$ cat src/dlb_pkg.sv
`timescale 1ns / 1ps
// ----------------------------------------------------------------------------
// Discrete logarithm package
// Shared command and status types and the hash constant of the baby-step table.
// ----------------------------------------------------------------------------
package dlb_pkg;

    typedef enum logic [1:0] {
        MM_REDUCE = 2'b01,
        MM_MUL    = 2'b10
    } mm_op_t;

    typedef enum logic [2:0] {
        TBL_CLEAR = 3'b001,
        TBL_PUT   = 3'b010,
        TBL_GET   = 3'b100
    } tbl_op_t;

    typedef struct packed {
        logic   start;
        mm_op_t op;
    } mm_cmd_t;

    typedef struct packed {
        logic    start;
        tbl_op_t op;
    } tbl_cmd_t;

    typedef struct packed {
        logic done;
        logic hit;
    } tbl_sts_t;

    localparam logic [31:0] HASH_MULT = 32'd2654435761;

endpackage

$ cat src/dlb_modmul.sv
`timescale 1ns / 1ps
// ----------------------------------------------------------------------------
// Bit-serial modular unit
// Computes x mod p or x*y mod p one bit a cycle with a shift, add and subtract.
// ----------------------------------------------------------------------------
module dlb_modmul #(
    parameter int MOD_BITS = 31,
    parameter int XW       = 34
) (
    input  logic                aclk,
    input  logic                aresetn,
    input  dlb_pkg::mm_cmd_t    cmd,
    input  logic [XW-1:0]       x,
    input  logic [MOD_BITS-1:0] y,
    input  logic [MOD_BITS-1:0] p,
    output logic                done,
    output logic [MOD_BITS-1:0] res
);
    localparam int CW = $clog2(XW);

    logic                busy_reg, busy_next;
    logic                done_reg, done_next;
    dlb_pkg::mm_op_t     op_reg, op_next;
    logic [CW-1:0]       cnt_reg, cnt_next;
    logic [XW-1:0]       shf_reg, shf_next;
    logic [MOD_BITS-1:0] add_reg, add_next;
    logic [MOD_BITS-1:0] p_reg, p_next;
    logic [MOD_BITS-1:0] r_reg, r_next;
    logic                cur_bit;
    logic [MOD_BITS:0]   sh, t, u, v;

    always_comb begin
        cur_bit = shf_reg[cnt_reg];
        sh = {r_reg, (op_reg == dlb_pkg::MM_REDUCE) & cur_bit};
        t  = (sh >= {1'b0, p_reg}) ? sh - {1'b0, p_reg} : sh;
        u  = {1'b0, t[MOD_BITS-1:0]}
           + (((op_reg == dlb_pkg::MM_MUL) && cur_bit) ? {1'b0, add_reg} : '0);
        v  = (u >= {1'b0, p_reg}) ? u - {1'b0, p_reg} : u;

        busy_next = busy_reg;
        done_next = 1'b0;
        op_next   = op_reg;
        cnt_next  = cnt_reg;
        shf_next  = shf_reg;
        add_next  = add_reg;
        p_next    = p_reg;
        r_next    = r_reg;
        if (cmd.start && !busy_reg) begin
            busy_next = 1'b1;
            op_next   = cmd.op;
            p_next    = p;
            r_next    = '0;
            if (cmd.op == dlb_pkg::MM_REDUCE) begin
                cnt_next = CW'(XW - 1);
                shf_next = x;
                add_next = '0;
            end else begin
                cnt_next = CW'(MOD_BITS - 1);
                shf_next = XW'(y);
                add_next = x[MOD_BITS-1:0];
            end
        end else if (busy_reg) begin
            r_next = v[MOD_BITS-1:0];
            if (cnt_reg == '0) begin
                busy_next = 1'b0;
                done_next = 1'b1;
            end else begin
                cnt_next = cnt_reg - CW'(1);
            end
        end
    end

    always_ff @(posedge aclk) begin
        if (!aresetn) begin
            busy_reg <= 1'b0;
            done_reg <= 1'b0;
        end else begin
            busy_reg <= busy_next;
            done_reg <= done_next;
        end
    end

    always_ff @(posedge aclk) begin
        op_reg  <= op_next;
        cnt_reg <= cnt_next;
        shf_reg <= shf_next;
        add_reg <= add_next;
        p_reg   <= p_next;
        r_reg   <= r_next;
    end

    assign done = done_reg;
    assign res  = r_reg;

endmodule

$ cat config.mk
export PLATFORM = sky130hd
export DESIGN_NAME = dlb_modmul
export DESIGN_NICKNAME = d
export VERILOG_FILES = /design/src/dlb_pkg.sv /design/src/dlb_modmul.sv
export SDC_FILE = /design/constraint.sdc
export NUM_CORES = 1
export LEC_CHECK = 0
export BUFFER_PORTS_ARGS = -buffer_cell sky130_fd_sc_hd__buf_4
export CAP_MARGIN = 15
export CORE_MARGIN = 5
export CORE_UTILIZATION = 50
export DETAILED_ROUTE_END_ITERATION = 7
export GPL_ROUTABILITY_DRIVEN = 0
export PLACE_DENSITY = 0.85
export SYNTH_ARGS = -nofsm -noshare
export SYNTH_HDL_FRONTEND = slang
export SYNTH_SLANG_ARGS = --single-unit
$ cat constraint.sdc
create_clock -name aclk -period 8.6 [get_ports aclk]
set_clock_uncertainty 0.15 [all_clocks]
set_input_delay 2.15 -clock aclk [delete_from_list [all_inputs] [get_ports aclk]]
set_output_delay 2.15 -clock aclk [all_outputs]
set_load 0.03 [all_outputs]
# == Word level (Yosys, flattened, before mapping) ==
# Index checks and enable logic that the tools add are counted.
# classes
addsub,4
order_cmp,3
n_eq_ne,4
n_mux,14
n_bitwise,3
reduce_logical,7
# op_table
cell,count
31-bit 2-to-1 mux,4
32-bit by 31-bit >= comparator with 1-bit output,2
31-bit subtractor,2
31-bit by 31-bit adder with 32-bit output,1
6-bit 2-to-1 mux,4
6-bit by 7-bit less-than comparator with 1-bit output (second input constant),1
1-bit binary-select mux with 6-bit select,1
6-bit logical NOT,1
6-bit by 1-bit subtractor with 6-bit output (second input constant),1
1-bit 2-to-1 mux,5
2-bit by 1-bit equality test with 1-bit output (second input constant),2
3-bit OR reduction,1
2-bit equality test (second input constant),1
1-bit logical AND,2
2-bit != test (second input constant),1
1-bit inverter,2
2-bit AND reduction,1
2-bit nonzero test,1
1-bit bitwise AND,1
1-bit logical NOT,1
# totals
ff_bits,137
inputBits,101
out_inout_bits,32
wordCells,44

# == Longest topological paths before layout ==
# Gate-level depths: netlist (run 1).
# logic_depth
ltp_word,8
mapped_depth,41

# == Worst setup path after synthesis (run 1) ==
# No wires, ideal clock.
# synth_timing
kind,reg2reg
startpoint,reg cnt_reg[0]
endpoint,"reg r_reg[29], in the netlist res[29]"
arrival_time_ps,8244
t_required_ps,8376
setup_slack_ps,132
path_stages_with_launch,36
synth_period_minus_slack_ps,8468
path_cell_list,edfxtp_1 buf_2 mux4_2 mux4_2 mux2_2 o21ai_1 or3b_1 ha_1 inv_1 fa_1 a211oi_1 o21ai_1 a31oi_1 o31a_1 a221oi_1 o32ai_1 buf_2 mux2_1 fa_1 a21o_1 nand4_1 a21o_1 and2_1 o21ai_0 xor2_1 ha_1 buf_2 a21o_1 a31o_1 nor2_1 o211ai_1 a221oi_2 a22oi_1 or4b_1 a31o_1 a31oi_1
# synth_via
elab_chain_len,8
# synth_lines
element,line,text
start: declaration,dlb_modmul.sv:24,"logic [CW-1:0] cnt_reg, cnt_next;"
start signal: assignment,dlb_modmul.sv:85,cnt_reg <= cnt_next;
1-bit binary-select mux with 6-bit select (*),dlb_modmul.sv:33,cur_bit = shf_reg[cnt_reg];
1-bit 2-to-1 mux (implied by the code) (*),dlb_modmul.sv:33,
1-bit bitwise AND,dlb_modmul.sv:34,"sh = {r_reg, (op_reg == dlb_pkg::MM_REDUCE) & cur_bit};"
31-bit subtractor / 32-bit by 31-bit >= comparator with 1-bit output (equally long branches),dlb_modmul.sv:35,"t = (sh >= {1'b0, p_reg}) ? sh - {1'b0, p_reg} : sh;"
31-bit 2-to-1 mux,dlb_modmul.sv:35,
31-bit by 31-bit adder with 32-bit output (*),dlb_modmul.sv:37,"+ (((op_reg == dlb_pkg::MM_MUL) && cur_bit) ? {1'b0, add_reg} : '0);"
31-bit subtractor / 32-bit by 31-bit >= comparator with 1-bit output (equally long branches),dlb_modmul.sv:38,"v = (u >= {1'b0, p_reg}) ? u - {1'b0, p_reg} : u;"
31-bit 2-to-1 mux (*),dlb_modmul.sv:38,
end signal: assignment,dlb_modmul.sv:89,r_reg <= r_next;
end: declaration,dlb_modmul.sv:28,"logic [MOD_BITS-1:0] r_reg, r_next;"
# Every way passes the cells marked *; elsewhere a longest branch is shown, timed or not. The select of a mux whose other input is x is not followed.
# A chain may end at the register's enable or synchronous reset.

# == Worst setup path in the final report (run 1) ==
# layout_timing
startpoint,reg cnt_reg[0]
endpoint,"reg r_reg[25], in the netlist res[25]"
# The elaborated chain is that of the path after synthesis.

==> tab_implementation.tex, run 1 <==
\begin{tabular}{lr}
\hline
Metric & Value \\
\hline
\multicolumn{2}{l}{\textbf{Critical path}} \\
CP endpoint kind & flop \\
Maximum net fanout on the critical path & 7 \\
Category of the most critical setup path & reg2reg \\
Required time at the worst-slack endpoint & 8.82 ns \\
Reg2reg path depth & 39 \\
Cell occurring most often along the worst timing path & sky130\_fd\_sc\_hd\_\_buf\_4 \\
Worst flop-to-flop path endpoint & res[25] \\
Setup slack, reg-to-reg & -0.11 ns \\
Signal arrival time at the worst endpoint & 8.93 ns \\
Delay of the slowest cell on the worst path & around 0.52 ns \\
Worst setup SP type & flop \\
Reg-to-reg critical path startpoint & cnt\_reg[0] \\
CP max stage cell & sky130\_fd\_sc\_hd\_\_mux4\_2 \\
\multicolumn{2}{l}{\textbf{Placed design}} \\
\# placed instances & 1,634 \\
Dpl hpwl & $\sim$24 mm \\
Port Buf Inserts & between 100 and 150 \\
\multicolumn{2}{l}{\textbf{Floorplan}} \\
Die boundary height & 159 um \\
IO Pins & between 100 and 150 \\
Starting utilization of the core area & 0.509 \\
Area of the placeable core & 0.0219 mm\^{}2 \\
DIE AREA & 0.0254 mm\^{}2 \\
Std cell rows & 54 \\
Die width & 159 um \\
\multicolumn{2}{l}{\textbf{Detailed routing}} \\
Total detailed-routing wirelength & about 37 mm \\
DR WL met2 & between 15 and 20 mm \\
Detail Route Antenna Nets & 0 \\
Detailed-route vias per instance & 6.41 \\
Detailed-router iteration count before antenna repair & 8 \\
Uppermost layer routed & met4 \\
Met1 wire length & roughly 14 mm \\
Final routed DRC violation total & 1 \\
Via total after detailed routing & 11,000 \\
Average wire per cell in the routed design & 21.4 um \\
Count of routing violations after the opening detailed-route iteration & 1,398 \\
Wire length on met3 & 3.86 mm \\
\multicolumn{2}{l}{\textbf{Min path}} \\
Startpoint of the worst hold path & res[1] \\
Instance count along the most critical hold path & 2 \\
Worst Hold Class & reg2reg \\
Hold Path Sink & res[1] \\
\multicolumn{2}{l}{\textbf{Finish}} \\
Non-filler instance count after layout & 1,716 \\
Most frequent cells in the layout & sky130\_fd\_sc\_hd\_\_buf\_4, sky130\_fd\_sc\_hd\_\_nand2\_1, sky130\_fd\_sc\_hd\_\_edfxtp\_1, sky130\_fd\_sc\_hd\_\_a21oi\_1, sky130\_fd\_sc\_hd\_\_ha\_1 \\
Ratio of cells with drive above 1 in the final layout & 0.318 \\
Number of nets in the final layout & 1,622 \\
Flip-flop count of the largest register, all copies and words added & 34 \\
Antenna diode count & 0 \\
Most frequent standard cell in the layout excluding fill and tap cells & sky130\_fd\_sc\_hd\_\_buf\_4 \\
Fraction of the core area covered by cells at the end of the flow & 0.672 \\
Relative area change from synthesis to final layout & 32.2\% \\
\multicolumn{2}{l}{\textbf{Global routing}} \\
Pin count of the biggest net entering global routing & 85 \\
Global-route usage over all layers & 0.246 \\
First-pass GRT wire length & 51.2 mm \\
Total gr overflow & 0 \\
Via count of the first global-routing pass & about 9,900 \\
Antenna violations before repair & 0 \\
\multicolumn{2}{l}{\textbf{Yosys}} \\
Synth async-reset ratio & 0 \\
Number of standard cells after synthesis & 1,185 \\
Post-Synth Adder-Cell Area & 0.112 \\
Mean cell area of the mapped netlist & 9.40 um\^{}2 \\
Synthesized-area fraction occupied by xor and xnor cells & 0.0653 \\
Number of distinct library cell variants in the gate-level netlist after synthesis & 68 \\
Sequential area share after synthesis & 0.340 \\
Synthesized area & 0.0111 mm\^{}2 \\
Area fraction in and, or, nand and nor cells after synthesis & 0.153 \\
Predominant post-synthesis flop cell & sky130\_fd\_sc\_hd\_\_edfxtp\_1 \\
Largest family of logic cells by synthesized area & compound AO/OA/AOI/OAI gates \\
Yosys Warn Count & 0 \\
Post-synthesis compound-gate area fraction & 0.191 \\
Number of synthesized register bits & 137 \\
Number of synthesized flops with an enable pin & 104 \\
Total nets after synthesis & 1,384 \\
Post-synthesis mux area share & 0.101 \\
\multicolumn{2}{l}{\textbf{CTS}} \\
Clock latency reported for the late side of the worst-skew pair & 0.44 ns \\
TritonCTS clock tree & yes \\
Clock Root Buffer & sky130\_fd\_sc\_hd\_\_clkbuf\_16 \\
Post-cts hold buffer count & 0 \\
Buffers from clock root to sink, at most & 2 \\
Register clock-pin slew on the reported worst setup and hold paths & 0.07 ns \\
Clock Sinks & roughly 140 \\
Total clock buffers created by CTS & 17 \\
Total number of H-tree levels & 4 \\
\multicolumn{2}{l}{\textbf{Timing}} \\
RSZ-0062 raised after global routing & true \\
Slew headroom & 0.290 \\
Setup WS post-layout & -0.108 ns \\
Final period util & 1.01 \\
Maximum operating frequency & 0.115 GHz \\
Final setup viols & 12 \\
Worst slew pin tran & between 1 and 1.5 ns \\
Total negative setup slack & -0.486 ns \\
Final hold violation count & 0 \\
Max Slew Vio Count & 0 \\
Time the worst path needs with I/O delays and setup & 8.71 ns \\
\multicolumn{2}{l}{\textbf{Status}} \\
Outcome & complete, but fails checks \\
Failing checks & design-rule violations, negative setup slack \\
\multicolumn{2}{l}{\textbf{Power}} \\
VDD IR max & 0.166 mV \\
Leakage power & 0.00640 uW \\
Power density normalized to cell area & between 300 and 400 mW/mm\^{}2 \\
Overall power of the completed layout & 5430 uW \\
\multicolumn{2}{l}{\textbf{Job}} \\
Count of max-cap constraint violations & 0 \\
\hline
\end{tabular}
-- worst max-delay path by stage --
| stage | from | to | slack [ns] |
|---|---|---|---|
| floorplan | cnt_reg[0] | res[29] | 0.13 |
| global placement | cnt_reg[0] | res[27] | 0.06 |
| detailed placement | cnt_reg[0] | res[23] | -0.24 |
| CTS | cnt_reg[0] | res[29] | 0.007 |
| global route | cnt_reg[0] | res[29] | -0.44 |
| finish | cnt_reg[0] | res[25] | -0.11 |
-- routing by layer --
layer / vias to the layer above / global-route usage
met3: 196 / 0.0536
met5: - / 0
met2: 813 / 0.389
li1: 4855 / -
met1: 5140 / 0.330
met4: 0 / 0.0985
-- cell families (layout without fill, tap and decap cells) --
kind of cell | count (synthesis) | after routing
compound gates | 341 | 341
simple gates | 327 | 327
flops | 137 | 137
buf+inv | 104 | 355
fa+ha+maj | 98 | 98
mux | 95 | 95
xor+xnor | 83 | 83
-- synth_stat cells, types with 7 or more instances --
cell type / n / area [um^2]
sky130_fd_sc_hd__a211oi_1: 12 / 90.1
sky130_fd_sc_hd__a21o_1: 39 / 293
sky130_fd_sc_hd__a21oi_1: 106 / 531
sky130_fd_sc_hd__a31oi_1: 13 / 81.3
sky130_fd_sc_hd__and2_1: 43 / 269
sky130_fd_sc_hd__and3_1: 12 / 75.1
sky130_fd_sc_hd__clkbuf_1: 36 / 135
sky130_fd_sc_hd__dfxtp_1: 33 / 661
sky130_fd_sc_hd__edfxtp_1: 104 / 3120
sky130_fd_sc_hd__ha_1: 95 / 1190
sky130_fd_sc_hd__inv_1: 57 / 214
sky130_fd_sc_hd__mux2_2: 32 / 360
sky130_fd_sc_hd__mux2i_1: 50 / 500
sky130_fd_sc_hd__mux4_2: 10 / 225
sky130_fd_sc_hd__nand2_1: 108 / 405
sky130_fd_sc_hd__nand2b_1: 7 / 43.8
sky130_fd_sc_hd__nand3_1: 16 / 80.1
sky130_fd_sc_hd__nand4_1: 18 / 113
sky130_fd_sc_hd__nor2_1: 34 / 128
sky130_fd_sc_hd__nor2b_1: 41 / 257
sky130_fd_sc_hd__nor3_1: 12 / 60.1
sky130_fd_sc_hd__nor3b_1: 7 / 52.6
sky130_fd_sc_hd__o211ai_1: 8 / 60.1
sky130_fd_sc_hd__o21a_1: 19 / 143
sky130_fd_sc_hd__o21ai_0: 45 / 225
sky130_fd_sc_hd__o21ai_1: 35 / 175
sky130_fd_sc_hd__o21bai_1: 12 / 90.1
sky130_fd_sc_hd__o31ai_1: 13 / 97.6
sky130_fd_sc_hd__xnor2_1: 53 / 464
sky130_fd_sc_hd__xor2_1: 30 / 263
-- worst max-delay path, delay by kind of cell, from the launching register on --
kind            cells  cell delay, ns
compound gates     16            2.94
xor+xnor            2            0.36
fa+ha+maj           4            1.14
buf+inv             9            1.35
flops               1            0.44
mux                 3            1.32
simple gates        5            0.92
-- cell type report --
class / count / area (um^2)
multi-input cells: 944 / 7700
fillers: 1541 / 7170
flip-flops and latches: 137 / 3780
repair buffers: 265 / 2110
clock buffers: 19 / 443
well taps: 280 / 350
inverters: 58 / 220
clock inverters: 13 / 110
-- timing repair --
action / in CTS / in global routing
pin swaps: 6 / 75
gates resized for setup: 13 / 138
gates cloned: 0 / 4
setup endpoints to repair: 31 / 31
buffers inserted: 6 / 40
-- report_power, final --
part | internal, uW | leakage (uW) | switching, uW
clock | 384 | 0.000261 | 323
combinational | 1760 | 0.00487 | 2070
sequential | 804 | 0.00127 | 94.2
total | 2940 | 0.00640 | 2490
-- stage by stage --
step / area (um^2) / worst slack [ns] / hold WS (ns)
4_1_cts: 13600 / 0.00686 / 0.365
6_report: 14700 / -0.108 / 0.366
3_5_place_dp: 13000 / -0.235 / 0.355
2_1_floorplan: 11100 / 0.132 / 0.432
3_3_place_gp: 13000 / 0.0606 / 0.349
5_1_grt: 14700 / -0.441 / 0.379
Note: power is estimated with default switching activity, not from simulation.
==> inputs of run 2 (changes only) <==
CORE_UTILIZATION = 25   (was 50)
PLACE_DENSITY = 0.54   (was 0.85)
REMOVE_ABC_BUFFERS = 1   (was unset)
==> run 2 against run 1 <==
  * The flow now finishes without violations
  * Non-clock buffer count grew 56
  * Combinational power shrank 1%
  * First-iteration DRC count shrank 52%
  * Sequential cell count is the same
  * Register-to-register slack gained 0.33 ns
  * Sequential share of layout area shrank 1.3 points
  * Clock power grew 3%
  * Via count shrank 8.5%
  * Wire length grew 2.1%
  * Design area grew 5.2%
  * Critical path depth shrank 3
  * Final cell count grew 21%
  * Largest power group unchanged
==> tab_implementation.tex, run 2 (synthesis results as in run 1) <==
\begin{tabular}{lr}
\hline
Metric & Value \\
\hline
\multicolumn{2}{l}{\textbf{Min path}} \\
Instance count along the most critical hold path & 2 (unchanged) \\
Worst Hold Class & reg2reg \\
Startpoint of the worst hold path & res[2] \\
Hold Path Sink & res[2] \\
\multicolumn{2}{l}{\textbf{Critical path}} \\
Worst setup SP type & flop \\
Cell occurring most often along the worst timing path & sky130\_fd\_sc\_hd\_\_a21o\_1 \\
Signal arrival time at the worst endpoint & 8.60 ns (-0.33 ns) \\
Setup slack, reg-to-reg & 0.23 ns (+0.33 ns) \\
Worst flop-to-flop path endpoint & res[29] \\
Delay of the slowest cell on the worst path & 0.49 ns (-0.03 ns) \\
Reg2reg path depth & 36 (-7.7\%) \\
CP max stage cell & sky130\_fd\_sc\_hd\_\_mux4\_2 \\
CP endpoint kind & flop \\
Required time at the worst-slack endpoint & 8.82 ns (about the same) \\
Maximum net fanout on the critical path & 7 (unchanged) \\
Category of the most critical setup path & reg2reg \\
Reg-to-reg critical path startpoint & cnt\_reg[0] \\
\multicolumn{2}{l}{\textbf{Floorplan}} \\
Die boundary height & 221 um (+39\%) \\
Die width & 221 um (+39\%) \\
IO Pins & 133 (unchanged) \\
Starting utilization of the core area & 0.252 (-0.256) \\
DIE AREA & 0.0489 mm\^{}2 (+93\%) \\
Area of the placeable core & 0.0441 mm\^{}2 (+100\%) \\
Std cell rows & 77 (+43\%) \\
\multicolumn{2}{l}{\textbf{Global routing}} \\
Via count of the first global-routing pass & 9,996 (+0.54\%) \\
Total gr overflow & 0 (unchanged) \\
First-pass GRT wire length & 56.5 mm (+10\%) \\
Antenna violations before repair & 0 (unchanged) \\
Pin count of the biggest net entering global routing & 64 (-25\%) \\
Global-route usage over all layers & 0.146 (-0.0997) \\
\multicolumn{2}{l}{\textbf{Power}} \\
Switching part of the total & 0.440 (-0.0176) \\
Clock share of power & 0.134 (+0.004) \\
VDD IR max & 0.165 mV (-0.80\%) \\
Int Pwr & 3030 uW (+3.0\%) \\
Leakage power & 0.00669 uW (+4.5\%) \\
Power density normalized to cell area & 350 mW/mm\^{}2 (-5.2\%) \\
Power dissipated by switching net loads & 2390 uW (-4.1\%) \\
Flop pwr share & 0.166 (about the same) \\
Fraction of power consumed by combinational cells & 0.700 (-0.004) \\
\multicolumn{2}{l}{\textbf{Finish}} \\
Ratio of cells with drive above 1 in the final layout & 0.340 (+0.0223) \\
Number of nets in the final layout & 1,678 (+3.5\%) \\
Most frequent standard cell in the layout excluding fill and tap cells & sky130\_fd\_sc\_hd\_\_buf\_4 \\
Antenna diode count & 0 (unchanged) \\
Non-filler instance count after layout & 2,084 (+21\%) \\
Most frequent cells in the layout & sky130\_fd\_sc\_hd\_\_buf\_4, sky130\_fd\_sc\_hd\_\_nand2\_1, sky130\_fd\_sc\_hd\_\_edfxtp\_1, sky130\_fd\_sc\_hd\_\_a21oi\_1, sky130\_fd\_sc\_hd\_\_ha\_1 \\
Filler instances & 4,554 (+200\%) \\
Flip-flop count of the largest register, all copies and words added & 34 (unchanged) \\
Relative area change from synthesis to final layout & 39.1\% \\
\multicolumn{2}{l}{\textbf{Timing}} \\
Maximum operating frequency & 0.119 GHz (+4.0\%) \\
RSZ-0062 raised after global routing & true \\
Final hold violation count & 0 (unchanged) \\
Slew headroom & 0.359 (+0.0689) \\
Final period util & 0.974 (-0.0387) \\
Max Slew Vio Count & 0 (unchanged) \\
Worst slew pin tran & 0.955 ns (-0.109 ns) \\
Final setup viols & 0 (-12) \\
Total negative setup slack & 0 ns (+0.486 ns) \\
Time the worst path needs with I/O delays and setup & 8.37 ns (-0.333 ns) \\
\multicolumn{2}{l}{\textbf{CTS}} \\
Clock Sinks & 137 (unchanged) \\
Total clock buffers created by CTS & 17 (unchanged) \\
Total number of H-tree levels & 4 (unchanged) \\
Buffers from clock root to sink, at most & 2 (unchanged) \\
Clock latency reported for the late side of the worst-skew pair & 0.46 ns (+0.02 ns) \\
Post-cts hold buffer count & 0 (unchanged) \\
TritonCTS clock tree & yes \\
Register clock-pin slew on the reported worst setup and hold paths & 0.07 ns (about the same) \\
Clock Root Buffer & sky130\_fd\_sc\_hd\_\_clkbuf\_16 \\
\multicolumn{2}{l}{\textbf{Status}} \\
Outcome & finished, final reports clean \\
\multicolumn{2}{l}{\textbf{Detailed routing}} \\
Detailed-route vias per instance & 4.83 (-25\%) \\
Count of routing violations after the opening detailed-route iteration & 677 (-52\%) \\
Average wire per cell in the routed design & 18.0 um (-16\%) \\
Detail Route Antenna Nets & 0 (unchanged) \\
Via total after detailed routing & 10,100 (-8.5\%) \\
Detailed-router iteration count before antenna repair & 5 (-3) \\
Final routed DRC violation total & 0 (-1) \\
Total detailed-routing wirelength & 37.5 mm (+2.1\%) \\
\multicolumn{2}{l}{\textbf{Job}} \\
Count of max-cap constraint violations & 0 (unchanged) \\
\multicolumn{2}{l}{\textbf{Placed design}} \\
\# placed instances & 2,017 (+23\%) \\
Port Buf Inserts & 132 (unchanged) \\
Dpl hpwl & 29.3 mm (+21\%) \\
\hline
\end{tabular}
run 2: cell count changes in the layout (fill, tap and decap cells not counted), moves of 3 or more:
cell                       delta
sky130_fd_sc_hd__buf_4       +51
sky130_fd_sc_hd__ha_4        -11
sky130_fd_sc_hd__buf_6        +3
sky130_fd_sc_hd__a21oi_2      -4
sky130_fd_sc_hd__o31ai_1      -3
sky130_fd_sc_hd__ha_2         +4
sky130_fd_sc_hd__ha_1         +7
sky130_fd_sc_hd__a21boi_1     -3
sky130_fd_sc_hd__clkinv_4     +3
sky130_fd_sc_hd__a21oi_4      +4
run 2: metal layers:
metal	wire length, um	global-route usage
met5	0	0
met4	972	0.0492
met3	1510	0.0200
met2	18000	0.246
met1	17000	0.194
run 2: power by group through the flow:
stage | logic (uW) | clock network, uW | registers [uW]
finish | 3790 | 726 | 898
global route | 4100 | 774 | 906
CTS | 3320 | 744 | 899
detailed placement | 3260 | 0 | 913
global placement | 3220 | 0 | 913
floorplan | 1940 | 0 | 953
run 2: through the flow:
step / power [uW] / area, um^2 / setup slack [ns] / utilization / hold WS (ns)
2_1_floorplan: 2890 / 10900 / -2.44 / - / 0.432
3_3_place_gp: 4130 / 13900 / -0.362 / 0.314 / 0.367
3_5_place_dp: 4170 / 13900 / -0.508 / 0.314 / 0.363
4_1_cts: 4960 / 14500 / 0.0138 / 0.329 / 0.386
5_1_grt: 5780 / 15500 / -0.178 / 0.351 / 0.399
6_report: 5420 / 15500 / 0.225 / 0.351 / 0.371
run 2: critical path, delay by kind of cell (launching register included):
kind	cells	cell delay (ns)
AO/OA/AOI/OAI	17	3.19
XOR/XNOR	1	0.20
adder cells (fa/ha/maj)	5	1.23
buffers and inverters	4	0.57
flip-flops	1	0.43
multiplexers	4	1.44
AND/OR/NAND/NOR	5	1.08
run 2: worst max path at each step:
stage | start | to | slack [ns] | cells past startpoint
after floorplan | cnt_reg[0] | res[27] | -2.44 | 33
after global placement | cnt_reg[0] | res[15] | -0.36 | 37
after detailed placement | cnt_reg[0] | res[15] | -0.51 | 37
after CTS | cnt_reg[0] | res[29] | 0.01 | 36
after global routing | cnt_reg[0] | res[29] | -0.18 | 36
final | cnt_reg[0] | res[29] | 0.23 | 36
run 2: layout make-up:
class                      instances  area, um^2  area share
sequential                       137        3780       0.244
clock buffer                      18         429      0.0277
timing repair buffer             321        2550       0.165
inverter                          58         220      0.0142
clock inverter                    14         135     0.00872
multi-input combinational        944        7620       0.492
tap                              592         741      0.0478
run 2: timing repair:
item                       4_1_cts  5_1_grt
gates resized for setup         16      129
cloned                           0        3
setup endpoints to repair       31       31
pin swaps                        8       53
buffers inserted                 3       29
